$ cat src/design/lal_pkg.sv
`default_nettype none

package lal_pkg;

    // Number formats.
    localparam int FRAC_BITS  = 16;
    localparam int MAX_PIXELS = 4194304;
    localparam int CHAN_W     = 24;
    localparam int OUT_W      = 24;
    localparam int PIX_W      = 23;

    // Rec.709 luminance weights in Q0.16; they sum to 1.0.
    localparam int WEIGHT_W = 16;
    localparam logic [WEIGHT_W-1:0] W_RED   = 16'd13933;
    localparam logic [WEIGHT_W-1:0] W_GREEN = 16'd46871;
    localparam logic [WEIGHT_W-1:0] W_BLUE  = 16'd4732;

    // Luminance accumulator and log2 argument.
    localparam int LUM_W = CHAN_W + WEIGHT_W + 1;
    localparam int X_W   = CHAN_W + 1;

    // Mantissa format of the log2 and exp2 units: Q2.30 in 32 bits.
    localparam int Q_FRAC = 30;
    localparam int Q_W    = 32;

    // Signed log2 value: integer part and FRAC_BITS fraction bits.
    localparam int LOG_INT_W = 6;
    localparam int LOG_W     = LOG_INT_W + FRAC_BITS;

    // Frame accumulators and the mean divider.
    localparam int TALLY_W = $clog2(MAX_PIXELS + 1);
    localparam int SUM_W   = LOG_W + TALLY_W;
    localparam int NUM_W   = SUM_W + 2;
    localparam int DEN_W   = TALLY_W + 1;
    localparam int CNT_W   = $clog2(NUM_W + 1);
    localparam int FIDX_W  = $clog2(FRAC_BITS);

    // Queue between the log2 front end and the frame back end.
    localparam int QUEUE_DEPTH = 4;
    localparam int QPTR_W      = $clog2(QUEUE_DEPTH);

    localparam logic [OUT_W-1:0] OUT_MAX = {OUT_W{1'b1}};

    // One log2 result on its way to the frame accumulator.
    typedef struct packed {
        logic [LOG_W-1:0] log_val;
        logic             last;
    } t_mid_item;

    // Entry j holds 2^(2^-(FRAC_BITS-j)) in Q2.30, so it pairs with bit j of the fraction.
    typedef logic [FRAC_BITS-1:0][Q_W-1:0] t_exp_tab;

    // Repeated truncating integer square roots starting from 2.0.
    function automatic t_exp_tab exp_tab_build();
        t_exp_tab    tab;
        logic [63:0] c;
        logic [63:0] v;
        logic [63:0] res;
        logic [63:0] bt;
        c = 64'd1 << (Q_FRAC + 1);
        for (int k = 1; k <= FRAC_BITS; k++) begin
            v   = c << Q_FRAC;
            res = '0;
            for (int j = 31; j >= 0; j--) begin
                bt = 64'd1 << (2 * j);
                if (v >= res + bt) begin
                    v   = v - (res + bt);
                    res = (res >> 1) + bt;
                end else begin
                    res = res >> 1;
                end
            end
            c = res;
            tab[FRAC_BITS-k] = c[Q_W-1:0];
        end
        return tab;
    endfunction

    localparam t_exp_tab EXP_TAB = exp_tab_build();

endpackage

`default_nettype wire

$ cat src/design/lal_queue.sv
`default_nettype none

module lal_queue (
    input  logic               i_clk,
    input  logic               i_rst_n,
    input  logic               i_push,
    input  lal_pkg::t_mid_item i_item,
    output logic               o_full,
    input  logic               i_pop,
    output lal_pkg::t_mid_item o_item,
    output logic               o_empty
);
    import lal_pkg::*;

    t_mid_item          r_mem [QUEUE_DEPTH];
    logic [QPTR_W-1:0]  r_wr;
    logic [QPTR_W-1:0]  r_rd;
    logic [QPTR_W:0]    r_count;

    logic do_push;
    logic do_pop;

    assign o_full  = (r_count == (QPTR_W+1)'(QUEUE_DEPTH));
    assign o_empty = (r_count == '0);
    assign o_item  = r_mem[r_rd];
    assign do_push = i_push && !o_full;
    assign do_pop  = i_pop && !o_empty;

    always_ff @(posedge i_clk) begin
        if (do_push) begin
            r_mem[r_wr] <= i_item;
        end
    end

    always_ff @(posedge i_clk) begin
        if (!i_rst_n) begin
            r_wr    <= '0;
            r_rd    <= '0;
            r_count <= '0;
        end else begin
            if (do_push) begin
                r_wr <= r_wr + QPTR_W'(1);
            end
            if (do_pop) begin
                r_rd <= r_rd + QPTR_W'(1);
            end
            case ({do_push, do_pop})
                2'b10:   r_count <= r_count + (QPTR_W+1)'(1);
                2'b01:   r_count <= r_count - (QPTR_W+1)'(1);
                default: r_count <= r_count;
            endcase
        end
    end

endmodule

`default_nettype wire

$ cat config.mk
export PLATFORM = sky130hd
export DESIGN_NAME = lal_queue
export DESIGN_NICKNAME = d
export VERILOG_FILES = /design/src/design/lal_pkg.sv /design/src/design/lal_queue.sv
export SDC_FILE = /design/constraint.sdc
export NUM_CORES = 1
export LEC_CHECK = 0
export BUFFER_PORTS_ARGS = -buffer_cell sky130_fd_sc_hd__buf_2
export CAP_MARGIN = 20
export CORE_MARGIN = 4
export CORE_UTILIZATION = 29
export DETAILED_ROUTE_END_ITERATION = 12
export SYNTH_ARGS = -nofsm -noshare
export SYNTH_HDL_FRONTEND = slang
export SYNTH_SLANG_ARGS = --single-unit
$ cat constraint.sdc
create_clock -name i_clk -period 2.2 [get_ports i_clk]
set_clock_uncertainty 0.2 [all_clocks]
set_input_delay 0.44 -clock i_clk [delete_from_list [all_inputs] [get_ports i_clk]]
set_output_delay 0.44 -clock i_clk [all_outputs]
set_load 0.05 [all_outputs]
; ---- After elaboration in Yosys (flattened, before gate mapping)
; Memories as Yosys holds them, arrays and structs flattened. A register that Yosys moved wholly into a read port is not among the register bits.
; Index checks and enable logic that the tools add are counted.
[totals]
inputBits = 27
output_inout_bits = 25
regBits = 7
mem_count = 1
ram_bits = 92
[mem_list]
columns = name, depth, word_bits, read_ports, rd_ports_with_merged_regs, wr, line
row1 = r_mem, 4, 23, 1, 1, 1, lal_queue.sv:15  ; t_mid_item r_mem [QUEUE_DEPTH];
[classes]
n_mux = 5
n_addsub = 4
n_reduce_logical = 6
eq_ne = 3
[op_table]
columns = operator, count
row1 = $pmux 3 s2, 1
row2 = $add 2x1->2 const B, 2
row3 = $mux 2, 2
row4 = $add 3x1->3 const B, 1
row5 = $eq 3x3->1 const B, 1
row6 = $logic_not 3->1, 1
row7 = $sub 3x1->3 const B, 1
row8 = $eq 2x1->1 const B, 1
row9 = $eq 2x2->1 const B, 1
row10 = $logic_and 1x1->1, 2
row11 = $logic_not 1->1, 2
row12 = $mux 1, 2
row13 = $reduce_bool 2->1, 1

; ---- Longest topological paths before layout
[logic_depth]
ltp_word = 5
ltp_mapped = 10
depth_no_buf = 9

; ---- Worst setup path before layout
; No wires, ideal clock.
[synth_path]
path_kind = reg2reg
startpoint = reg r_count[2]
endpoint = reg r_count[2]
n_path_buf = 1
path_stages_with_launch = 11
setup_slack_ps = -568
arrival_time_ps = 2498
cell_sequence = dfxtp_1 nor3b_2 nor2b_1 buf_2 inv_2 ha_1 inv_1 fa_1 xor2_1 or3_1 a21boi_1
[synth_between]
elab_chain_cells = 5
word_cells_on_any_way = 12
cone_classes = 2 x add/sub / 3 x eq/ne / 1 x mux / 6 x reduce/logical
[synth_rtl]
columns = element, line
row1 = "start, declared", lal_queue.sv:18  ; logic [QPTR_W:0] r_count;
row2 = "start signal, assigned", lal_queue.sv:48  ; 2'b10: r_count <= r_count + (QPTR_W+1)'(1);
row3 = "start signal, assigned", lal_queue.sv:49  ; 2'b01: r_count <= r_count - (QPTR_W+1)'(1);
row4 = "start signal, assigned", lal_queue.sv:50  ; default: r_count <= r_count;
row5 = $eq 3x3->1 *, lal_queue.sv:23  ; assign o_full = (r_count == (QPTR_W+1)'(QUEUE_DEPTH));
row6 = net o_full, lal_queue.sv:8  ; output logic o_full,
row7 = $logic_not 1->1 *, lal_queue.sv:26  ; assign do_push = i_push && !o_full;
row8 = $logic_and 1x1->1 *, lal_queue.sv:26
row9 = $eq 2x1->1 / $eq 2x2->1 (equally long branches), lal_queue.sv:47  ; case ({do_push, do_pop})
row10 = $pmux 3 s2 / $reduce_bool 2->1 (equally long branches), --
; The timed path passes the listed nets; every way through them passes the cells marked *.
; A chain may end at the register's enable or synchronous reset.

==> summary.md <==
| Metric | Value |
|---|---|
| Pre-CTS setup slack | -0.03102 ns |
| Post-Syn Nets | 207 |
| Max-slew headroom | 83.60% |
| Final setup fails | 19 |
| Post-Syn Instances | 174 |
| Clock Root Buffer | clkbuf_16 |
| Clk slew on worst S/H paths | 0.07 ns |
| Largest area contributor in the netlist | edfxtp_1 |
| Initial antenna violation count | 0 |
| Pre-antenna DRT Iters | 4 |
| Site Rows | 41 |
| DRC | 0 |
| Final WL | 6.683 mm |
| #FFs+latches synth | 101 |
| Ys flop type | edfxtp_1 |
| Ant. Diodes | 0 |
| Avg Cell Area, Syn | 22.05 um^2 |
| Port bufs | 51 |
| Post-synthesis sequential area ratio | 76.71% |
| Pint | 4228 uW |
| Final WS setup | -0.03929 ns |
| Vias per cell | 4.367 |
| Hold crit path type | input pin to register |
| Comb power frac | 34.6% |
| Gpl congestion | 0.6779 |
| Static leakage | 0.001637 uW |
| Clock Latency Late Sink | 0.34 ns |
| GRT Overall Usage | 9.569% |
| Sw power | 2029 uW |
| WHS | 0.1115 ns |
| Endpoint type of the worst setup path | output port |
| Share of layout cells above drive strength 1 | 45.04% |
| Dpl cells | 398 |
| Worst EP arrival | 1.60 ns |
| Core region area | 12770 um^2 |
| Syn. warnings | 0 |
| Critical Path Start Type | register |
| Inserted Clock Buffers | 9 |
| Gr ovfl total | 0 |
| FF/Latch Area | 2955 um^2 |
| Sequential Power Share | 39.0% |
| Most common library cells after synthesis | edfxtp_1 (92), mux4_2 (23), dfxtp_1 (9), nand2_1 (7), and2_1 (6) |
| Tcrit/Tclk final | 101.8% |
| Hold-fix buffer count after cts | 0 |
| Sw frac | 32.43% |
| Max Cap Violations | 0 |
| Die area | 15130 um^2 |
| Post-Syn Area | 3836 um^2 |
| First-pass GRT wire length | 10.32 mm |
| H-tree Lvls | 3 |
| F_max | 446.6 MHz |
| Area of the multi-input gates | 833.3 um^2 |
| Post-synth EDFFs | 92 |
| Worst EP required | 1.56 ns |
| Setup Fix Bufs, Post-CTS | 0 |
| Longest Clk Path Bufs | 2 |
| Peak supply drop | 0.0007375 V |
| DR iter-0 viols | 114 |
| Vias | 1808 |
| Pwr Density | 1280 nW/um^2 |
| I/O Pins | 52 |
| Setup Crit Path Kind | register to output port |
| DR WL/cell | 16.14 um |
| Die height | 123.0 um |
| Largest net degree at the start of global routing | 24 |
| Initial Utilization | 30.03% |
| RSZ-0062 raised after global routing | yes |
| Failing checks | negative setup slack |
| Dpl hpwl | 4.157 mm |
| Layout fillers | 1177 |
| Sink Count | 101 |
| Nets | 270 |
| Yosys top cell area share | 72.02% |
| Die Wd | 123.0 um |
| Final Hold Fails | 0 |
| Asr flop ratio synth | 0% |
| Slew Viols, Final | 0 |
| Minimum clock period | 2.239 ns |
| CTS tree | built |
| Layout Area Growth over Synthesis | 27.43% |
| Top post-synthesis cells by area | edfxtp_1 (72%), mux4_2 (14%), dfxtp_1 (4.7%) |
| Clock power share | 26.5% |
| ANT nets after route | 0 |
| Outcome | finished with violations |
| Critical path fanouts, max | 13 |
| Non-Filler Instances | 414 |
| Synth unique cells | 23 |
| Most common cell in the netlist | edfxtp_1 |
| Slew @ Worst Pin | 0.2477 ns |
| Vias in the first global route | 1936 |
-- final timing paths --
check                  start     endpoint  slack [ns]  cells after the start
hold reg to reg      r_wr[0]      r_wr[0]        0.30                      2
hold / removal     i_item[1]  r_mem[1][1]        0.11                      1
setup / recovery    register   o_item[11]       -0.04                      3
setup reg to reg  r_count[0]   r_count[2]        0.11                      9
-- power by group through the flow --
stage               logic, uW  clock network (uW)  registers [uW]
global route             2300                1790            2460
CTS                      2210                1710            2440
floorplan                1520                   0            2440
detailed placement       1950                   0            2470
finish                   2160                1650            2440
global placement         1920                   0            2460
-- cells in the final DEF (no fill, tap or decap) --
cell        count
dfxtp_2         1
clkbuf_1        1
and2_1          6
xnor2_1         1
buf_2          28
mux2i_1         2
nor2b_2         2
xor2_1          1
nor3_4          1
nand4bb_1       1
ha_1            4
clkinvlp_4      1
o21ai_0         4
buf_12          7
o21ai_1         1
ha_4            1
nor3b_4         1
a21boi_1        2
bufinv_16       2
clkinv_2        2
dfxtp_1         5
buf_6          23
inv_6           1
dfxtp_4         3
inv_2           2
inv_1           4
nand2_1         7
fa_2            1
buf_4           1
mux4_2         23
or3_1           2
edfxtp_1       92
clkbuf_16       9
-- repair_timing --
item	in CTS	in global routing
pin swaps	0	0
resized for setup	48	3
setup endpoints to repair	24	24
-- layout make-up --
| class | instances | share of cell area (%) |
|---|---|---|
| Clock buffer | 10 | 4.684 |
| Clock inverter | 6 | 1.766 |
| Inverter | 6 | 0.4607 |
| Multi-Input combinational cell | 60 | 17.05 |
| Sequential cell | 101 | 60.46 |
| Tap cell | 172 | 4.402 |
| Timing Repair Buffer | 59 | 11.19 |
-- critical path, stage by stage (launching register included) --
cell     delay (ns)
dfxtp_4        0.38
buf_12         0.17
mux4_2         0.53
buf_6          0.17
-- per-stage QoR --
stage	setup TNS (ns)	util, %	power, uW	area (um^2)
final	-0.4491	38.27	6256	4888
after global routing	-1.804	38.27	6546	4888
after CTS	-1.288	38.22	6356	4882
after detailed placement	-0.03102	34.59	4420	4418
after global placement	0	34.59	4383	4418
after floorplan	-0.4679	-	3965	3871
-- sequential cells by signal (all words and copies together), names as in the netlist, named ones only --
register and count:
r_count 3, r_rd 2, r_mem 92, r_wr 2
-- kinds of logic (layout without fill, tap and decap cells) --
group / Yosys count / after routing / synth area share [%]
DFF: 101 / 101 / 76.71
muxes: 25 / 25 / 14.02
and+or+nand+nor: 20 / 20 / 3.196
buffers and inverters: 13 / 81 / 2.413
AOI/OAI and AO/OA: 7 / 7 / 1.043
adders and majority gates: 6 / 6 / 2.153
xor gates and xnor gates: 2 / 2 / 0.4567
-- per-layer routing --
| layer | track usage [%] | part of all wire (%) | up-vias |
|---|---|---|---|
| met5 | 0 | 0 | - |
| met4 | 5.606 | 2.6 | 0 |
| met3 | 2.653 | 4.3 | 13 |
| met2 | 16.06 | 52 | 36 |
| met1 | 10.95 | 41 | 939 |
| li1 | - | - | 820 |
Note: power is estimated with default switching activity, not from simulation.
