===== src/design/lal_pkg.sv =====
`default_nettype none

package lal_pkg;

    // Number formats.
    localparam int FRAC_BITS  = 16;
    localparam int MAX_PIXELS = 4194304;
    localparam int CHAN_W     = 24;
    localparam int OUT_W      = 24;
    localparam int PIX_W      = 23;

    // Rec.709 luminance weights in Q0.16; they sum to 1.0.
    localparam int WEIGHT_W = 16;
    localparam logic [WEIGHT_W-1:0] W_RED   = 16'd13933;
    localparam logic [WEIGHT_W-1:0] W_GREEN = 16'd46871;
    localparam logic [WEIGHT_W-1:0] W_BLUE  = 16'd4732;

    // Luminance accumulator and log2 argument.
    localparam int LUM_W = CHAN_W + WEIGHT_W + 1;
    localparam int X_W   = CHAN_W + 1;

    // Mantissa format of the log2 and exp2 units: Q2.30 in 32 bits.
    localparam int Q_FRAC = 30;
    localparam int Q_W    = 32;

    // Signed log2 value: integer part and FRAC_BITS fraction bits.
    localparam int LOG_INT_W = 6;
    localparam int LOG_W     = LOG_INT_W + FRAC_BITS;

    // Frame accumulators and the mean divider.
    localparam int TALLY_W = $clog2(MAX_PIXELS + 1);
    localparam int SUM_W   = LOG_W + TALLY_W;
    localparam int NUM_W   = SUM_W + 2;
    localparam int DEN_W   = TALLY_W + 1;
    localparam int CNT_W   = $clog2(NUM_W + 1);
    localparam int FIDX_W  = $clog2(FRAC_BITS);

    // Queue between the log2 front end and the frame back end.
    localparam int QUEUE_DEPTH = 4;
    localparam int QPTR_W      = $clog2(QUEUE_DEPTH);

    localparam logic [OUT_W-1:0] OUT_MAX = {OUT_W{1'b1}};

    // One log2 result on its way to the frame accumulator.
    typedef struct packed {
        logic [LOG_W-1:0] log_val;
        logic             last;
    } t_mid_item;

    // Entry j holds 2^(2^-(FRAC_BITS-j)) in Q2.30, so it pairs with bit j of the fraction.
    typedef logic [FRAC_BITS-1:0][Q_W-1:0] t_exp_tab;

    // Repeated truncating integer square roots starting from 2.0.
    function automatic t_exp_tab exp_tab_build();
        t_exp_tab    tab;
        logic [63:0] c;
        logic [63:0] v;
        logic [63:0] res;
        logic [63:0] bt;
        c = 64'd1 << (Q_FRAC + 1);
        for (int k = 1; k <= FRAC_BITS; k++) begin
            v   = c << Q_FRAC;
            res = '0;
            for (int j = 31; j >= 0; j--) begin
                bt = 64'd1 << (2 * j);
                if (v >= res + bt) begin
                    v   = v - (res + bt);
                    res = (res >> 1) + bt;
                end else begin
                    res = res >> 1;
                end
            end
            c = res;
            tab[FRAC_BITS-k] = c[Q_W-1:0];
        end
        return tab;
    endfunction

    localparam t_exp_tab EXP_TAB = exp_tab_build();

endpackage

`default_nettype wire


===== src/design/lal_front.sv =====
`default_nettype none

module lal_front (
    input  logic                       i_clk,
    input  logic                       i_rst_n,
    input  logic                       i_push,
    input  logic [lal_pkg::CHAN_W-1:0] i_red,
    input  logic [lal_pkg::CHAN_W-1:0] i_green,
    input  logic [lal_pkg::CHAN_W-1:0] i_blue,
    input  logic                       i_last_pixel,
    output logic                       o_full,
    output logic                       o_q_push,
    input  logic                       i_q_full,
    output lal_pkg::t_mid_item         o_q_item
);
    import lal_pkg::*;

    localparam int NORM_STEPS = $clog2(Q_FRAC + 1);
    localparam int LEAD_W     = NORM_STEPS;
    localparam int STEP_W     = $clog2(FRAC_BITS);
    localparam int PROD_W     = CHAN_W + WEIGHT_W;
    localparam logic [LEAD_W-1:0] SH_FIRST   = LEAD_W'(1 << (NORM_STEPS - 1));
    localparam logic [LEAD_W-1:0] MANT_TOP   = LEAD_W'(Q_FRAC + 1);
    localparam logic [LUM_W-1:0]  ROUND_HALF = LUM_W'(1 << (WEIGHT_W - 1));

    typedef enum logic [2:0] {
        F_IDLE,
        F_LUM,
        F_ROUND,
        F_NORM,
        F_SQR,
        F_PUSH
    } t_fstate;

    t_fstate               r_state;
    logic [CHAN_W-1:0]     r_red;
    logic [CHAN_W-1:0]     r_green;
    logic [CHAN_W-1:0]     r_blue;
    logic                  r_last;
    logic [STEP_W-1:0]     r_step;
    logic [LUM_W-1:0]      r_acc;
    logic [Q_W-1:0]        r_m;
    logic [LEAD_W-1:0]     r_lead;
    logic [FRAC_BITS-1:0]  r_frac;

    logic [CHAN_W-1:0]     mul_chan;
    logic [WEIGHT_W-1:0]   mul_w;
    logic [PROD_W-1:0]     lum_prod;
    logic [LUM_W-1:0]      n_acc;
    logic [X_W-1:0]        lum_x;
    logic [LEAD_W-1:0]     sh;
    logic                  top_zero;
    logic [2*Q_W-1:0]      sq;
    logic [Q_W-1:0]        sq_mant;
    logic [LOG_INT_W-1:0]  log_int;

    // One weight multiply per cycle, red then green then blue.
    always_comb begin
        case (r_step[1:0])
            2'd0: begin
                mul_chan = r_red;
                mul_w    = W_RED;
            end
            2'd1: begin
                mul_chan = r_green;
                mul_w    = W_GREEN;
            end
            default: begin
                mul_chan = r_blue;
                mul_w    = W_BLUE;
            end
        endcase
    end

    assign lum_prod = PROD_W'(mul_chan) * PROD_W'(mul_w);
    assign n_acc    = r_acc + LUM_W'(lum_prod);
    assign lum_x    = r_acc[LUM_W-2:WEIGHT_W] + X_W'(1);

    // Binary-search normalizer: shifts of 16, 8, 4, 2, 1 bring the leading one to bit 30.
    assign sh       = SH_FIRST >> r_step;
    assign top_zero = ((r_m[Q_FRAC:0] >> (MANT_TOP - sh)) == '0);

    // Squaring step of the bit-by-bit log2 fraction.
    assign sq      = (2*Q_W)'(r_m) * (2*Q_W)'(r_m);
    assign sq_mant = sq[Q_FRAC+Q_W-1:Q_FRAC];

    assign log_int = LOG_INT_W'(Q_FRAC - FRAC_BITS) - LOG_INT_W'(r_lead);

    assign o_full           = (r_state != F_IDLE);
    assign o_q_push         = (r_state == F_PUSH);
    assign o_q_item.log_val = {log_int, r_frac};
    assign o_q_item.last    = r_last;

    always_ff @(posedge i_clk) begin
        if (!i_rst_n) begin
            r_state <= F_IDLE;
            r_step  <= '0;
        end else begin
            case (r_state)
                F_IDLE: begin
                    if (i_push) begin
                        r_red   <= i_red;
                        r_green <= i_green;
                        r_blue  <= i_blue;
                        r_last  <= i_last_pixel;
                        r_acc   <= ROUND_HALF;
                        r_step  <= '0;
                        r_state <= F_LUM;
                    end
                end
                F_LUM: begin
                    r_acc  <= n_acc;
                    r_step <= r_step + STEP_W'(1);
                    if (r_step == STEP_W'(2)) begin
                        r_state <= F_ROUND;
                    end
                end
                F_ROUND: begin
                    r_m     <= Q_W'(lum_x);
                    r_lead  <= '0;
                    r_step  <= '0;
                    r_state <= F_NORM;
                end
                F_NORM: begin
                    if (top_zero) begin
                        r_m    <= r_m << sh;
                        r_lead <= r_lead + sh;
                    end
                    if (r_step == STEP_W'(NORM_STEPS - 1)) begin
                        r_step  <= '0;
                        r_state <= F_SQR;
                    end else begin
                        r_step <= r_step + STEP_W'(1);
                    end
                end
                F_SQR: begin
                    if (sq_mant[Q_W-1]) begin
                        r_m <= sq_mant >> 1;
                    end else begin
                        r_m <= sq_mant;
                    end
                    r_frac <= {r_frac[FRAC_BITS-2:0], sq_mant[Q_W-1]};
                    r_step <= r_step + STEP_W'(1);
                    if (r_step == STEP_W'(FRAC_BITS - 1)) begin
                        r_state <= F_PUSH;
                    end
                end
                F_PUSH: begin
                    if (!i_q_full) begin
                        r_state <= F_IDLE;
                    end
                end
                default: begin
                    r_state <= F_IDLE;
                end
            endcase
        end
    end

endmodule

`default_nettype wire


===== config.mk =====
export PLATFORM = sky130hd
export DESIGN_NAME = lal_front
export DESIGN_NICKNAME = d
export VERILOG_FILES = /design/src/design/lal_pkg.sv /design/src/design/lal_front.sv
export SDC_FILE = /design/constraint.sdc
export NUM_CORES = 2
export LEC_CHECK = 0
export BUFFER_PORTS_ARGS = -buffer_cell sky130_fd_sc_hd__buf_2
export CAP_MARGIN = 20
export CORE_MARGIN = 2
export CORE_UTILIZATION = 40
export DETAILED_ROUTE_END_ITERATION = 6
export PLACE_DENSITY = 0.57
export SLEW_MARGIN = 25
export SYNTH_ARGS = -nofsm -noshare
export SYNTH_HDL_FRONTEND = slang
export SYNTH_SLANG_ARGS = --single-unit

===== constraint.sdc =====
create_clock -name i_clk -period 10.4 [get_ports i_clk]
set_input_delay 1.56 -clock i_clk [delete_from_list [all_inputs] [get_ports i_clk]]
set_output_delay 1.56 -clock i_clk [all_outputs]
set_load 0.05 [all_outputs]

After elaboration in Yosys (flattened, before gate mapping). Cells that the tools add are included.

Divide/modulo/power cells: 0. Equal/unequal tests: 15. Mux-type cells: 18. Bitwise gates (word level): 0. Multiply operators: 2. Magnitude comparators: 0. Shift-type cells: 3. Add/subtract/negate cells: 6. Reductions and logical operators: 16.

Operators by type and width (number): 32-bit case mux with 3 select lines (1); 41-bit case mux with 2 select lines (1); 32-bit by 32-bit multiplier with 62-bit output (1); 24-bit case mux with 2 select lines (1); 41-bit by 40-bit adder with 41-bit output (1); 41-bit two-way mux (1); 24-bit by 16-bit multiplier with 40-bit output (1); 32-bit two-way mux (1); 16-bit case mux with 2 select lines (1); 32-bit by 5-bit left shift with 32-bit output (1); 31-bit logical NOT (1); 31-bit two-way mux (1); 31-bit by 5-bit >> shifter with 31-bit output (1); 24-bit by 1-bit adder with 25-bit output (second input constant) (1); 3-bit case mux with 6 select lines (1); 4-bit case mux with 4 select lines (1); 3-bit two-way mux (5); 2-bit != test (second input constant) (6); 3-bit AND reduction (4); 5-bit case mux with 2 select lines (1); 4-bit two-way mux (2); 3-bit by 2-bit equality test with 1-bit output (second input constant) (2); 3-bit equality test (second input constant) (2); 3-bit nonzero test (2); other kinds (18) (20).

Memories: 0. Register bits: 174. Bits in writable memories: 0. Word-level logic and storage cells: 70. ROM bits: 0. Bits in latches: 0.

Depth between registers and ports, before layout.
Depth after elaboration: 6. Depth in mapped cells: 31. Mapped depth without buffers: 28.

Worst setup path before layout. Ideal clock, no wire load.

Kind: register to register. Start: register r_m[5]. End: register r_m[24] (data pin). Data required time: 10.135 ns. Cell stages (with the launch flop): 30. Slack: 2.537 ns. Arrival: 7.598 ns. Cell sequence: edfxtp_1 clkbuf_1 clkbuf_1 clkbuf_1 nand2_1 fa_1 inv_1 fa_1 fa_1 inv_1 fa_1 inv_1 fa_1 fa_1 fa_1 inv_1 fa_1 inv_1 ha_1 clkbuf_1 a21oi_1 o21ai_0 a22oi_1 nand4_1 or4_1 a31oi_2 nor3b_1 a21oi_1 o21ai_0 o41ai_1.

Longest elaborated chain between the ends: 3. Elaborated cells on any way between the ends: 5. Classes of those cells: mul: 1; shift: 1; mux: 3.

RTL lines: start: declaration (RTL line lal_front.sv:42) `logic [Q_W-1:0] r_m;`; start signal: assignment (RTL line lal_front.sv:119) `r_m <= Q_W'(lum_x);`; start signal: assignment (RTL line lal_front.sv:126) `r_m <= r_m << sh;`; start signal: assignment (RTL line lal_front.sv:138) `r_m <= sq_mant >> 1;`; 32-bit by 32-bit multiplier with 62-bit output / 32-bit by 5-bit left shift with 32-bit output (equally long branches) (RTL line lal_front.sv:84, lal_front.sv:126); 31-bit two-way mux / 32-bit two-way mux (equally long branches) (RTL line lal_front.sv:137, lal_front.sv:125); 32-bit case mux with 3 select lines (*) (RTL line lal_front.sv:99) `case (r_state)`.

Every way passes the cells marked *; elsewhere a longest branch is shown, timed or not. The select of a mux whose other input is x is not followed. A chain may end at the register's enable or synchronous reset.

Final worst setup path.
Start: register r_m[10]. End: register r_m[16] (data pin).

Same word-level chain as after synthesis.

==> impl_results.md <==
- RSZ-0062 raised after global routing: false
- Slack of the worst reg-to-reg path: 640 ps
- All-Layer GR Usage: 0.2249
- Post-synthesis sequential area ratio: 0.1057
- Initial Util: 0.4035
- Path type of the worst min-delay path: flip-flop to flip-flop
- Slowest CP cell: edfxtp_1
- Status: completed
- Global-route wire length before repair: 215400 um
- Critical Path Most Common Cell: fa_1
- Wirelength, routed: 134400 um
- Postcts setup bufs: 0
- Crit share post-route: 0.9387
- Clock transition at the registers of the reported paths: 80 ps
- IO Port Bufs: 101
- Number of remaining DRC errors: 0
- Most common cell after layout, fill and taps aside: inv_1
- Setup ws final: 637.8 ps
- Worst setup EP type: flip-flop
- Die X: 352.1 um
- Slew Viols, Final: 0
- Insertion delay of the later-clocked pin in the worst-skew pair: 500 ps
- Post-DP HPWL: 114200 um
- Core area: 0.1201 mm^2
- Synth Area per Inst: 9.705 um^2
- Fillcell total: 11770
- CTS H-Tree Depth: 4
- TritonCTS Sinks: 173
- Number of DRC markers in iteration 0: 2112
- Vert. Die Dim: 352.1 um
- Post-DR wirelength/cell: 20.20 um
- Top_reg_cell synth: edfxtp_1
- Number of synthesized register bits: 173
- CP Launch Type: flip-flop
- Critical Path AT: 10000 ps
- Dominant cells by area after synthesis: fa_1 (44%), ha_1 (12%), inv_1 (11%), edfxtp_1 (10%), and2_1 (3.2%)
- Nets@finish: 6633
- Die ar.: 0.1240 mm^2
- CTS tree: built
- Setup TNS: 0 ps
- Vias in the first global route: 36700
- CTS resizes: 0
- CP max FO: 23
- Final hold vios: 0
- Antenna viol nets, final: 0
- Pre-Repair DR Iteration Count: 5
- Largest net degree at the start of global routing: 74
- Share of layout cells above drive strength 1: 0.05357
- Vias: 33420
- Top achievable clock speed: 102.4 MHz
- Area growth syn-to-layout: 6.448%
- # rows: 127
- Synth area leader: fa_1
- Required time of the critical path: 10640 ps
- Num CTS Buffers: 17
- Worst slack, placed: 834.2 ps
- CTS max path bufs: 2
- Global route overflow: 0
- CTS root buffer: clkbuf_16
- Post-DR vias/cell: 5.023
- Maxcap violations: 0
- Gpl congestion: 0.9721
- Mapped Cells: 4995
- Syn Std Cell Area: 0.04848 mm^2
- Final setup violation count: 0
- Crit Path Category: flip-flop to flip-flop
- Mapped Nets: 6601
- Most frequent cells in the layout: inv_1 (1421), fa_1 (1068), ha_1 (460)
- Crit path time final: 9762 ps
- Asr flop ratio synth: 0
- I/O pins: 102
- Synthesis Warnings: 0
- Initial antenna violation count: 0
- Max-slew headroom: 0.2736
- Number of flops mapped to enable cells by yosys: 166
- Max incr delay on CP: 1020 ps
- Worst-Margin Slew: 1090 ps
- Synth top area share: 0.4411
- Setup Skew: 26.71 ps
- Post-synthesis cell type count: 84
- CTS Hold Bufs: 0
-- metal layers --
metal	vias to the layer above	track usage	wire length [um]
met5	-	0	0
met4	0	0.04675	2781
met3	140	0.02525	6908
met2	936	0.3676	63190
met1	17140	0.3230	61490
li1	15200	-	-
-- sequential cells by signal, indices dropped and copies added (netlist names) --
| name | flops |
|---|---|
| r_m | 32 |
| r_frac | 16 |
| r_lead | 5 |
| r_step | 4 |
| r_state | 3 |
| r_green | 24 |
| r_blue | 24 |
| r_last | 1 |
| r_acc | 40 |
| r_red | 24 |
-- final timing paths --
| path | from | end | depth (start not counted) |
|---|---|---|---|
| worst max-delay path | r_m[10] | r_m[16] | 26 |
| worst min-delay path | r_frac[2] | r_frac[3] | 0 |
| worst max register to register | r_m[10] | r_m[16] | 26 |
| worst min register to register | r_frac[2] | r_frac[3] | 0 |
-- metrics by stage --
stage / hold slack (ps) / area, um^2 / utilization / instances
CTS: 448.3 / 51580 / 0.4294 / 6651
detailed placement: 429.6 / 50990 / 0.4245 / 6619
finish: 448.3 / 51600 / 0.4295 / 6653
floorplan: 533.4 / 48480 / - / 4995
global placement: 424.4 / 50980 / 0.4244 / 6618
global route: 446.9 / 51600 / 0.4295 / 6652
-- cell type report --
type                            count  area (um^2)  share of cell area
Clock buffer                       17        425.4            0.008244
Clock inverter                     15        165.2            0.003201
Timing Repair Buffer              193         1211             0.02347
Multi-Input combinational cell   3215        37300              0.7228
Tap cell                         1612         2017             0.03909
Inverter                         1427         5356              0.1038
Sequential cell                   173         5125             0.09932
Antenna cell                        1        2.502          0.00004850
-- cell families after synthesis --
| kind of cell | after synthesis | share of synthesized area |
|---|---|---|
| muxes | 113 | 0.02413 |
| AOI/OAI and AO/OA | 467 | 0.06448 |
| DFF | 173 | 0.1057 |
| xor gates and xnor gates | 118 | 0.02132 |
| buffers and inverters | 1607 | 0.1252 |
| and+or+nand+nor | 988 | 0.09909 |
| adders and majority gates | 1529 | 0.5600 |
-- cells in the mapped netlist, types with 6 or more instances --
cell type	count
nor2b_1	22
nand3_1	35
nor2_1	171
o21a_1	13
dfxtp_1	7
a31oi_1	26
nand4_1	19
o21ai_0	74
a31o_2	9
ha_1	461
a41oi_1	7
xnor2_1	70
nor4_1	10
buf_1	9
o211ai_1	15
o31ai_1	6
buf_2	11
fa_1	1068
nor3_1	31
a311oi_1	7
a21o_1	43
and4_1	7
o22ai_1	11
xor2_1	48
and3_1	21
a211oi_1	23
inv_1	1421
nand2_1	366
clkbuf_1	154
a22oi_1	17
o21bai_1	14
nand2b_1	18
or2_2	17
o221ai_1	8
edfxtp_1	166
a21oi_1	124
a22o_1	17
mux2i_1	109
and2_1	245
-- critical path, delay by kind of cell (launching register included) --
kind                       cells  cell delay [ps]
adders and majority gates      9             4530
DFF                            1             1020
buffers and inverters          6             1080
muxes                          1              120
and+or+nand+nor                7             1780
AOI/OAI and AO/OA              3              910
Power is not shown: default switching activity piles up to over one toggle a cycle in this logic, so the estimate is an artifact.
