==> config.mk <==
export PLATFORM = sky130hd
export DESIGN_NAME = lal_back
export DESIGN_NICKNAME = d
export VERILOG_FILES = /design/src/design/lal_pkg.sv /design/src/design/lal_back.sv
export SDC_FILE = /design/constraint.sdc
export NUM_CORES = 2
export LEC_CHECK = 0
export BUFFER_PORTS_ARGS = -buffer_cell sky130_fd_sc_hd__buf_2
export CAP_MARGIN = 20
export CORE_MARGIN = 2
export CORE_UTILIZATION = 39
export DETAILED_ROUTE_END_ITERATION = 10
export RECOVER_POWER = 100
export SYNTH_ARGS = -nofsm -noshare
export SYNTH_HDL_FRONTEND = slang
export SYNTH_SLANG_ARGS = --single-unit
==> constraint.sdc <==
create_clock -name i_clk -period 11.5 [get_ports i_clk]
set_input_delay 1.15 -clock i_clk [delete_from_list [all_inputs] [get_ports i_clk]]
set_output_delay 1.15 -clock i_clk [all_outputs]
set_load 0.005 [all_outputs]
==> src/design/lal_pkg.sv <==
`default_nettype none

package lal_pkg;

    // Number formats.
    localparam int FRAC_BITS  = 16;
    localparam int MAX_PIXELS = 4194304;
    localparam int CHAN_W     = 24;
    localparam int OUT_W      = 24;
    localparam int PIX_W      = 23;

    // Rec.709 luminance weights in Q0.16; they sum to 1.0.
    localparam int WEIGHT_W = 16;
    localparam logic [WEIGHT_W-1:0] W_RED   = 16'd13933;
    localparam logic [WEIGHT_W-1:0] W_GREEN = 16'd46871;
    localparam logic [WEIGHT_W-1:0] W_BLUE  = 16'd4732;

    // Luminance accumulator and log2 argument.
    localparam int LUM_W = CHAN_W + WEIGHT_W + 1;
    localparam int X_W   = CHAN_W + 1;

    // Mantissa format of the log2 and exp2 units: Q2.30 in 32 bits.
    localparam int Q_FRAC = 30;
    localparam int Q_W    = 32;

    // Signed log2 value: integer part and FRAC_BITS fraction bits.
    localparam int LOG_INT_W = 6;
    localparam int LOG_W     = LOG_INT_W + FRAC_BITS;

    // Frame accumulators and the mean divider.
    localparam int TALLY_W = $clog2(MAX_PIXELS + 1);
    localparam int SUM_W   = LOG_W + TALLY_W;
    localparam int NUM_W   = SUM_W + 2;
    localparam int DEN_W   = TALLY_W + 1;
    localparam int CNT_W   = $clog2(NUM_W + 1);
    localparam int FIDX_W  = $clog2(FRAC_BITS);

    // Queue between the log2 front end and the frame back end.
    localparam int QUEUE_DEPTH = 4;
    localparam int QPTR_W      = $clog2(QUEUE_DEPTH);

    localparam logic [OUT_W-1:0] OUT_MAX = {OUT_W{1'b1}};

    // One log2 result on its way to the frame accumulator.
    typedef struct packed {
        logic [LOG_W-1:0] log_val;
        logic             last;
    } t_mid_item;

    // Entry j holds 2^(2^-(FRAC_BITS-j)) in Q2.30, so it pairs with bit j of the fraction.
    typedef logic [FRAC_BITS-1:0][Q_W-1:0] t_exp_tab;

    // Repeated truncating integer square roots starting from 2.0.
    function automatic t_exp_tab exp_tab_build();
        t_exp_tab    tab;
        logic [63:0] c;
        logic [63:0] v;
        logic [63:0] res;
        logic [63:0] bt;
        c = 64'd1 << (Q_FRAC + 1);
        for (int k = 1; k <= FRAC_BITS; k++) begin
            v   = c << Q_FRAC;
            res = '0;
            for (int j = 31; j >= 0; j--) begin
                bt = 64'd1 << (2 * j);
                if (v >= res + bt) begin
                    v   = v - (res + bt);
                    res = (res >> 1) + bt;
                end else begin
                    res = res >> 1;
                end
            end
            c = res;
            tab[FRAC_BITS-k] = c[Q_W-1:0];
        end
        return tab;
    endfunction

    localparam t_exp_tab EXP_TAB = exp_tab_build();

endpackage

`default_nettype wire

==> src/design/lal_back.sv <==
`default_nettype none

module lal_back (
    input  logic                      i_clk,
    input  logic                      i_rst_n,
    input  lal_pkg::t_mid_item        i_q_item,
    input  logic                      i_q_empty,
    output logic                      o_q_pop,
    input  logic                      i_pop,
    output logic                      o_empty,
    output logic [lal_pkg::OUT_W-1:0] o_average_luminance,
    output logic [lal_pkg::PIX_W-1:0] o_frame_pixels
);
    import lal_pkg::*;

    localparam int T_W         = 8;
    localparam int EXP_SAT_T   = 6;
    localparam int EXP_ZERO_T  = 40;
    localparam int RND_W       = EXP_ZERO_T + 2;
    localparam int TSH_W       = $clog2(EXP_ZERO_T + 1);
    localparam logic [2*Q_W-1:0] MUL_HALF = (2*Q_W)'(1) << (Q_FRAC - 1);

    typedef enum logic [2:0] {
        B_IDLE,
        B_PREP,
        B_DIV,
        B_FIX,
        B_EXP,
        B_SCALE
    } t_bstate;

    t_bstate                   r_state;
    logic signed [SUM_W-1:0]   r_sum;
    logic [TALLY_W-1:0]        r_tally;
    logic                      r_neg;
    logic [NUM_W-1:0]          r_quo;
    logic [DEN_W-1:0]          r_rem;
    logic [DEN_W-1:0]          r_den;
    logic [CNT_W-1:0]          r_cnt;
    logic [LOG_W-1:0]          r_mean;
    logic [Q_W-1:0]            r_exp;
    logic [PIX_W-1:0]          r_pixels;
    logic                      r_out_valid;
    logic [OUT_W-1:0]          r_avg;
    logic [PIX_W-1:0]          r_out_pixels;

    logic                      take;
    logic signed [SUM_W-1:0]   log_ext;
    logic [NUM_W-1:0]          sum_ext;
    logic [NUM_W-1:0]          num;
    logic [NUM_W-1:0]          mag;
    logic [DEN_W:0]            trial;
    logic [DEN_W:0]            diff;
    logic                      ge;
    logic [DEN_W-1:0]          n_rem;
    logic [LOG_W-1:0]          uq;
    logic [LOG_W-1:0]          n_mean;
    logic [FRAC_BITS-1:0]      mean_f;
    logic [FIDX_W-1:0]         fidx;
    logic [2*Q_W-1:0]          exp_prod;
    logic [Q_W-1:0]            n_exp;
    logic [LOG_INT_W-1:0]      mean_i;
    logic signed [T_W-1:0]     t;
    logic [TSH_W-1:0]          t_sh;
    logic [RND_W-1:0]          rnd_sum;
    logic [RND_W-1:0]          shifted;
    logic [OUT_W-1:0]          scaled;
    logic [OUT_W-1:0]          n_avg;
    logic                      load_out;

    assign o_q_pop = (r_state == B_IDLE) && !i_q_empty;
    assign take    = (r_tally < TALLY_W'(MAX_PIXELS));
    assign log_ext = SUM_W'($signed(i_q_item.log_val));

    // Rounded mean as a floor division: (2*sum + n) / (2*n).
    assign sum_ext = NUM_W'(r_sum);
    assign num     = {sum_ext[NUM_W-2:0], 1'b0} + NUM_W'(r_tally);
    assign mag     = num[NUM_W-1] ? (~num + NUM_W'(1)) : num;

    // Restoring divider, one quotient bit per cycle.
    assign trial = {r_rem, r_quo[NUM_W-1]};
    assign diff  = trial - {1'b0, r_den};
    assign ge    = (trial >= {1'b0, r_den});
    assign n_rem = ge ? diff[DEN_W-1:0] : trial[DEN_W-1:0];

    // Floor of a negative quotient: -q when exact, otherwise -q - 1.
    assign uq     = r_quo[LOG_W-1:0];
    assign n_mean = !r_neg ? uq : ((r_rem == '0) ? ('0 - uq) : ~uq);

    // exp2 fraction: one table multiply per cycle, most significant bit first.
    assign mean_f   = r_mean[FRAC_BITS-1:0];
    assign fidx     = r_cnt[FIDX_W-1:0];
    assign exp_prod = (2*Q_W)'(r_exp) * (2*Q_W)'(EXP_TAB[fidx]) + MUL_HALF;
    assign n_exp    = exp_prod[Q_FRAC+Q_W-1:Q_FRAC];

    // Scale by 2^i: right shift by t = 30 - FRAC_BITS - i with round half up.
    assign mean_i  = r_mean[LOG_W-1:FRAC_BITS];
    assign t       = T_W'(Q_FRAC - FRAC_BITS) - T_W'($signed(mean_i));
    assign t_sh    = t[TSH_W-1:0];
    assign rnd_sum = RND_W'(r_exp) + (RND_W'(1) << (t_sh - TSH_W'(1)));
    assign shifted = rnd_sum >> t_sh;
    assign scaled  = (shifted > RND_W'(OUT_MAX)) ? OUT_MAX : shifted[OUT_W-1:0];

    always_comb begin
        if (t <= T_W'(EXP_SAT_T)) begin
            n_avg = OUT_MAX;
        end else if (t > T_W'(EXP_ZERO_T)) begin
            n_avg = '0;
        end else begin
            n_avg = scaled;
        end
    end

    assign load_out = (r_state == B_SCALE) && (!r_out_valid || i_pop);

    assign o_empty             = !r_out_valid;
    assign o_average_luminance = r_avg;
    assign o_frame_pixels      = r_out_pixels;

    always_ff @(posedge i_clk) begin
        if (!i_rst_n) begin
            r_state     <= B_IDLE;
            r_sum       <= '0;
            r_tally     <= '0;
            r_cnt       <= '0;
            r_out_valid <= 1'b0;
        end else begin
            if (i_pop && r_out_valid && !load_out) begin
                r_out_valid <= 1'b0;
            end
            case (r_state)
                B_IDLE: begin
                    if (!i_q_empty) begin
                        if (take) begin
                            r_sum   <= r_sum + log_ext;
                            r_tally <= r_tally + TALLY_W'(1);
                        end
                        if (i_q_item.last) begin
                            r_state <= B_PREP;
                        end
                    end
                end
                B_PREP: begin
                    r_neg    <= num[NUM_W-1];
                    r_quo    <= mag;
                    r_den    <= {r_tally, 1'b0};
                    r_rem    <= '0;
                    r_cnt    <= CNT_W'(NUM_W - 1);
                    r_pixels <= PIX_W'(r_tally);
                    r_sum    <= '0;
                    r_tally  <= '0;
                    r_state  <= B_DIV;
                end
                B_DIV: begin
                    r_quo <= {r_quo[NUM_W-2:0], ge};
                    r_rem <= n_rem;
                    if (r_cnt == '0) begin
                        r_state <= B_FIX;
                    end else begin
                        r_cnt <= r_cnt - CNT_W'(1);
                    end
                end
                B_FIX: begin
                    r_mean  <= n_mean;
                    r_exp   <= Q_W'(1) << Q_FRAC;
                    r_cnt   <= CNT_W'(FRAC_BITS - 1);
                    r_state <= B_EXP;
                end
                B_EXP: begin
                    if (mean_f[fidx]) begin
                        r_exp <= n_exp;
                    end
                    if (r_cnt == '0) begin
                        r_state <= B_SCALE;
                    end else begin
                        r_cnt <= r_cnt - CNT_W'(1);
                    end
                end
                B_SCALE: begin
                    if (load_out) begin
                        r_avg        <= n_avg;
                        r_out_pixels <= r_pixels;
                        r_out_valid  <= 1'b1;
                        r_state      <= B_IDLE;
                    end
                end
                default: begin
                    r_state <= B_IDLE;
                end
            endcase
        end
    end

endmodule

`default_nettype wire

Word level (Yosys, flattened, before mapping)
Memories as Yosys holds them, arrays and structs flattened. A register that Yosys moved wholly into a read port is not among the register bits.
Index checks and enable logic that the tools add are counted.
{"block": "classes", "n_reduce_logical": 24, "bitwise": 2, "eq_ne": 13, "n_lt_le_gt_ge": 6, "div": 0, "add_sub_neg": 11, "shifts": 2, "mul": 1, "n_mux": 32}
{"op": "$pmux W47 S2", "count": 1}
{"op": "$mux W45", "count": 2}
{"op": "$pmux W45 S2", "count": 1}
{"op": "$mux W24", "count": 3}
{"op": "$mux W32", "count": 2}
{"op": "$pmux W32 S2", "count": 1}
{"op": "$add A62 B30 Y62 const B", "count": 1}
{"op": "$mul A32 B32 Y62", "count": 1}
{"op": "$pmux W24 S2", "count": 1}
{"op": "$add A46 B24 Y47", "count": 1}
{"op": "$add A47 B1 Y47 const B", "count": 1}
{"op": "$mux W47", "count": 1}
{"op": "$not A47 Y47", "count": 1}
{"op": "$mux W23", "count": 2}
{"op": "$pmux W23 S2", "count": 1}
{"op": "$add A45 B22 Y45", "count": 1}
{"op": "$mux W22", "count": 2}
{"op": "$add A32 B42 Y42", "count": 1}
{"op": "$gt A42 B24 Y1 const B", "count": 1}
{"op": "$shl A1 B6 Y42 const A", "count": 1}
{"op": "$shr A42 B6 Y42", "count": 1}
{"op": "$ge A25 B24 Y1", "count": 1}
{"op": "$logic_not A24 Y1", "count": 1}
{"op": "$sub A24 B24 Y24", "count": 1}
{"op": "other kinds (31)", "count": 61}
{"block": "totals", "mem_count": 1, "ram_bits": 0, "ff_bits": 274, "output_inout_bits": 49, "word_cells": 105, "rom_bits": 512, "latch_bits": 0, "inputBits": 27}
{"memory": "(name not given)", "words": 16, "width": 32, "read_ports": 1, "rd_clocked_by_memory_dff": 1, "write_ports": 0, "line": "lal_back.sv:93", "rtl": "assign exp_prod = (2*Q_W)'(r_exp) * (2*Q_W)'(EXP_TAB[fidx]) + MUL_HALF;"}

Logic depth before layout (Yosys ltp)
{"block": "logic_depth", "ltp_word": 8, "mapped_depth": 33, "depth_no_buf": 31}

Worst setup path after synthesis
Ideal clock, no wire load.
{"block": "synth_timing", "path_kind": "reg2reg", "startpoint": "reg r_exp[16]", "endpoint": "reg r_exp[12] (data pin)", "arrival_ps": 7758, "synth_period_minus_slack_ps": 8021, "path_stages_with_launch": 30, "required_time_ps": 11237, "setup_slack_ps": 3479, "n_path_buf": 2, "setup_time_ps": 263, "path_cell_list": "edfxtp_1 -> clkbuf_1 -> clkbuf_1 -> nand2_1 -> fa_1 -> inv_1 -> fa_1 -> inv_1 -> fa_1 -> inv_1 -> fa_1 -> inv_1 -> fa_1 -> inv_1 -> fa_1 -> fa_1 -> fa_1 -> ha_1 -> a21o_1 -> a21oi_1 -> nand3_1 -> a2111oi_2 -> o21ai_1 -> a221oi_2 -> o21ai_1 -> a221oi_1 -> nor2_1 -> o21a_1 -> o21ai_0 -> o31ai_1"}
{"block": "synth_between", "elab_chain_len": 4}
{"item": "start: declaration", "line": "lal_back.sv:41", "rtl": "logic [Q_W-1:0] r_exp;"}
{"item": "start signal: assignment", "line": "lal_back.sv:165", "rtl": "r_exp <= Q_W'(1) << Q_FRAC;"}
{"item": "start signal: assignment", "line": "lal_back.sv:171", "rtl": "r_exp <= n_exp;"}
{"item": "$mul A32 B32 Y62", "line": "lal_back.sv:93"}
{"item": "$add A62 B30 Y62", "line": "lal_back.sv:93"}
{"item": "$mux W32", "line": "lal_back.sv:170", "rtl": "if (mean_f[fidx]) begin"}
{"item": "$pmux W32 S2", "line": "lal_back.sv:131", "rtl": "case (r_state)"}
Every way passes these cells. The select of a mux whose other input is x is not followed.
A chain may end at the register's enable or synchronous reset.

Worst setup path in the final report
{"block": "layout_timing", "startpoint": "reg r_exp[17]", "endpoint": "reg r_exp[12] (data pin)"}
Same word-level chain as after synthesis.

==> impl_metrics.json <==
{
  "cp-end-kind": "flop",
  "hpwl_mm": 121,
  "path_max_fanout": 22,
  "final_core_util_pct": 41.7,
  "hold-path-endpoint": "r_cnt[4]",
  "cp.required_ns": 11.84,
  "path_class": "reg -> reg",
  "cpMostUsedCell": "fa_1",
  "synthFlopType": "edfxtp_1",
  "dieArea_mm2": 0.140,
  "synth-edff-count": 196,
  "cts_hold_buf": 0,
  "period_share_pct": 89.6,
  "worstSkewPairLatency_ns": 0.63,
  "vias": 41900,
  "netlist.area_leader.share_pct": 31.4,
  "die_y_um": 375,
  "rsz0062_at_grt": "false",
  "synth-seq-cells": 303,
  "clock.fmax_mhz": 97.1,
  "drive_gt1_share_pct": 5.13,
  "setup_tns_ns": 0,
  "drv_cap": 7,
  "cp-startpoint": "r_exp[17]",
  "crit_arrival_ns": 10.64,
  "crit_path_start_kind": "flop",
  "synth_most_common_cell": "inv_1",
  "synth_nets": 7455,
  "ys_warn_count": 0,
  "io_pins": 76,
  "wl_mm": 156,
  "min-delay-start": "r_cnt[4]",
  "async_flop_share_pct": 0,
  "r2r_end": "r_exp[12]",
  "worst_slew_pin_slew_ns": 3.89,
  "cts_buffers": 41,
  "initial_core_util_pct": 39.1,
  "cts_root_buf": "clkbuf_16",
  "slowest_delay_ns": 0.83,
  "vias_per_cell": 5.31,
  "drtAntennaViolNets": 0,
  "syn-cell-area_mm2": 0.0536,
  "antenna_cells": 0,
  "htreeDepth": 2,
  "globalRouteTotalUtil_pct": 22.4,
  "syn2layout_area_growth_pct": 6.71,
  "gp_congestion": 0.931,
  "grt_pass1_wl_mm": 247,
  "cts_tree": "yes",
  "firstDrtPassIters": 6,
  "status": "finished with violations",
  "yosysUniqueCellTypes": 114,
  "gr-total-overflow": 0,
  "max_slew_margin_pct": -160,
  "skew_ns": 0.0473,
  "synthTopCellsByArea": "fa_1, edfxtp_1, ha_1",
  "cts_sinks": 303,
  "clk_pin_slew_ns": 0.06,
  "drc": 0,
  "grt_pass1_vias": 43400,
  "finalSetupViolCount": 0,
  "drt_iter0_drc": 2758,
  "slew_violations": 293,
  "seq_area_frac_synth_pct": 15.0,
  "cts_resized": 0,
  "period_minus_slack_ns": 10.30,
  "yosys-top-cells-count": "inv_1, nand2_1, fa_1",
  "min_delay_path_depth": 2,
  "violations": "max-capacitance violations, max-slew violations",
  "postCtsSetupBuffers": 0,
  "std_cell_rows": 136,
  "cp_slowest_cell": "a2111oi_0",
  "coreArea_mm2": 0.137,
  "final_nets": 7371,
  "r2r-start": "r_exp[17]",
  "netlist_instances": 6152,
  "synth_top_area_cell": "fa_1",
  "reg2reg_slack_ns": 1.20,
  "holdCritPathClass": "reg -> reg",
  "grt_max_degree": 72,
  "synthesis.area_per_instance_um2": 8.71,
  "hold_viol": 0,
  "die_w_um": 375,
  "cts_buffer_depth": 3,
  "rr_worst_depth": 28,
  "port_buffers": 75,
  "wl_per_cell_um": 19.7,
  "antenna_found_initial": 7
}
-- critical path: cells and delay by family (launching register included) --
family | cells | cell delay (ns)
adder cells (fa/ha/maj) | 9 | 4.37
buffers and inverters | 6 | 0.71
flip-flops | 1 | 0.73
AO/OA/AOI/OAI | 10 | 3.65
AND/OR/NAND/NOR | 3 | 0.57
-- how the worst max path moves through the flow --
stage,endpoint
3_5_place_dp,r_exp[12]
3_3_place_gp,r_exp[12]
4_1_cts,r_exp[12]
5_1_grt,r_exp[12]
6_report,r_exp[12]
2_1_floorplan,r_exp[12]
-- stage by stage --
stage	area, um2	hold slack [ns]	worst slack, ns	instances
2_1_floorplan	53600	0.426	3.48	6152
3_3_place_gp	55900	0.440	1.98	7818
3_5_place_dp	55900	0.439	1.82	7819
4_1_cts	57400	0.457	1.79	7894
5_1_grt	57200	0.478	0.729	7894
6_report	57200	0.466	1.20	7894
-- cell type report --
class / count / area (um2)
repair buffers: 191 / 1190
multi-input cells: 4431 / 40200
clock buffers: 47 / 1090
flip-flops and latches: 303 / 8030
inverters: 1100 / 4130
clock inverters: 28 / 329
fillers: 13600 / 79800
well taps: 1794 / 2240
-- sequential cells by signal, summed over array words and instances (netlist names), 22 cells and up, named ones only --
register,count
r_rem,24
r_exp,32
r_tally,23
r_pixels,23
o_frame_pixels,23
r_mean,22
r_sum,45
o_average_luminance,24
r_quo,47
-- metal layers --
layer  vias to the layer above  track usage [%]  share of wire [%]
li1                      19400                -                  -
met1                     20900             29.3                 42
met2                      1371             38.3                 48
met3                       257             3.28                6.6
met4                         4             6.42                3.0
met5                         -                0              0.015
-- placed cells by master (no fill, tap or decap), types with 23 or more instances in the layout --
cell type	netlist	routed
a21o_1	74	74
o21a_1	35	35
fa_1	840	840
o211ai_1	26	26
and3_1	44	44
o21ai_0	165	180
a211oi_1	42	43
nand3_1	112	112
o21bai_1	23	23
ha_1	436	436
dfxtp_1	107	104
nor2b_1	26	25
nor2_1	283	281
edfxtp_1	196	196
clkbuf_1	291	34
nand4_1	35	35
a21oi_1	257	255
nand2_1	971	970
a31oi_1	40	42
xor2_1	97	97
buf_4	2	105
nand2b_1	26	26
buf_2	14	51
clkbuf_16	0	41
mux2i_1	70	70
and2_1	290	286
or3_1	35	35
nor3_1	60	59
inv_1	1097	1097
xnor2_1	144	141
-- cell families (layout without fill, tap and decap cells) --
group / after synthesis / count (layout) / share of synthesized area (%)
mux: 94 / 94 / 2.04
simple gates: 1963 / 1963 / 16.9
fa+ha+maj: 1277 / 1277 / 41.6
xor+xnor: 243 / 243 / 4.00
buf+inv: 1418 / 1366 / 9.99
flops: 303 / 303 / 15.0
compound gates: 854 / 854 / 10.5
Power is left out: the tool's default activity adds up to more than one toggle a clock period on the data nets, which glitch-free logic cannot reach.
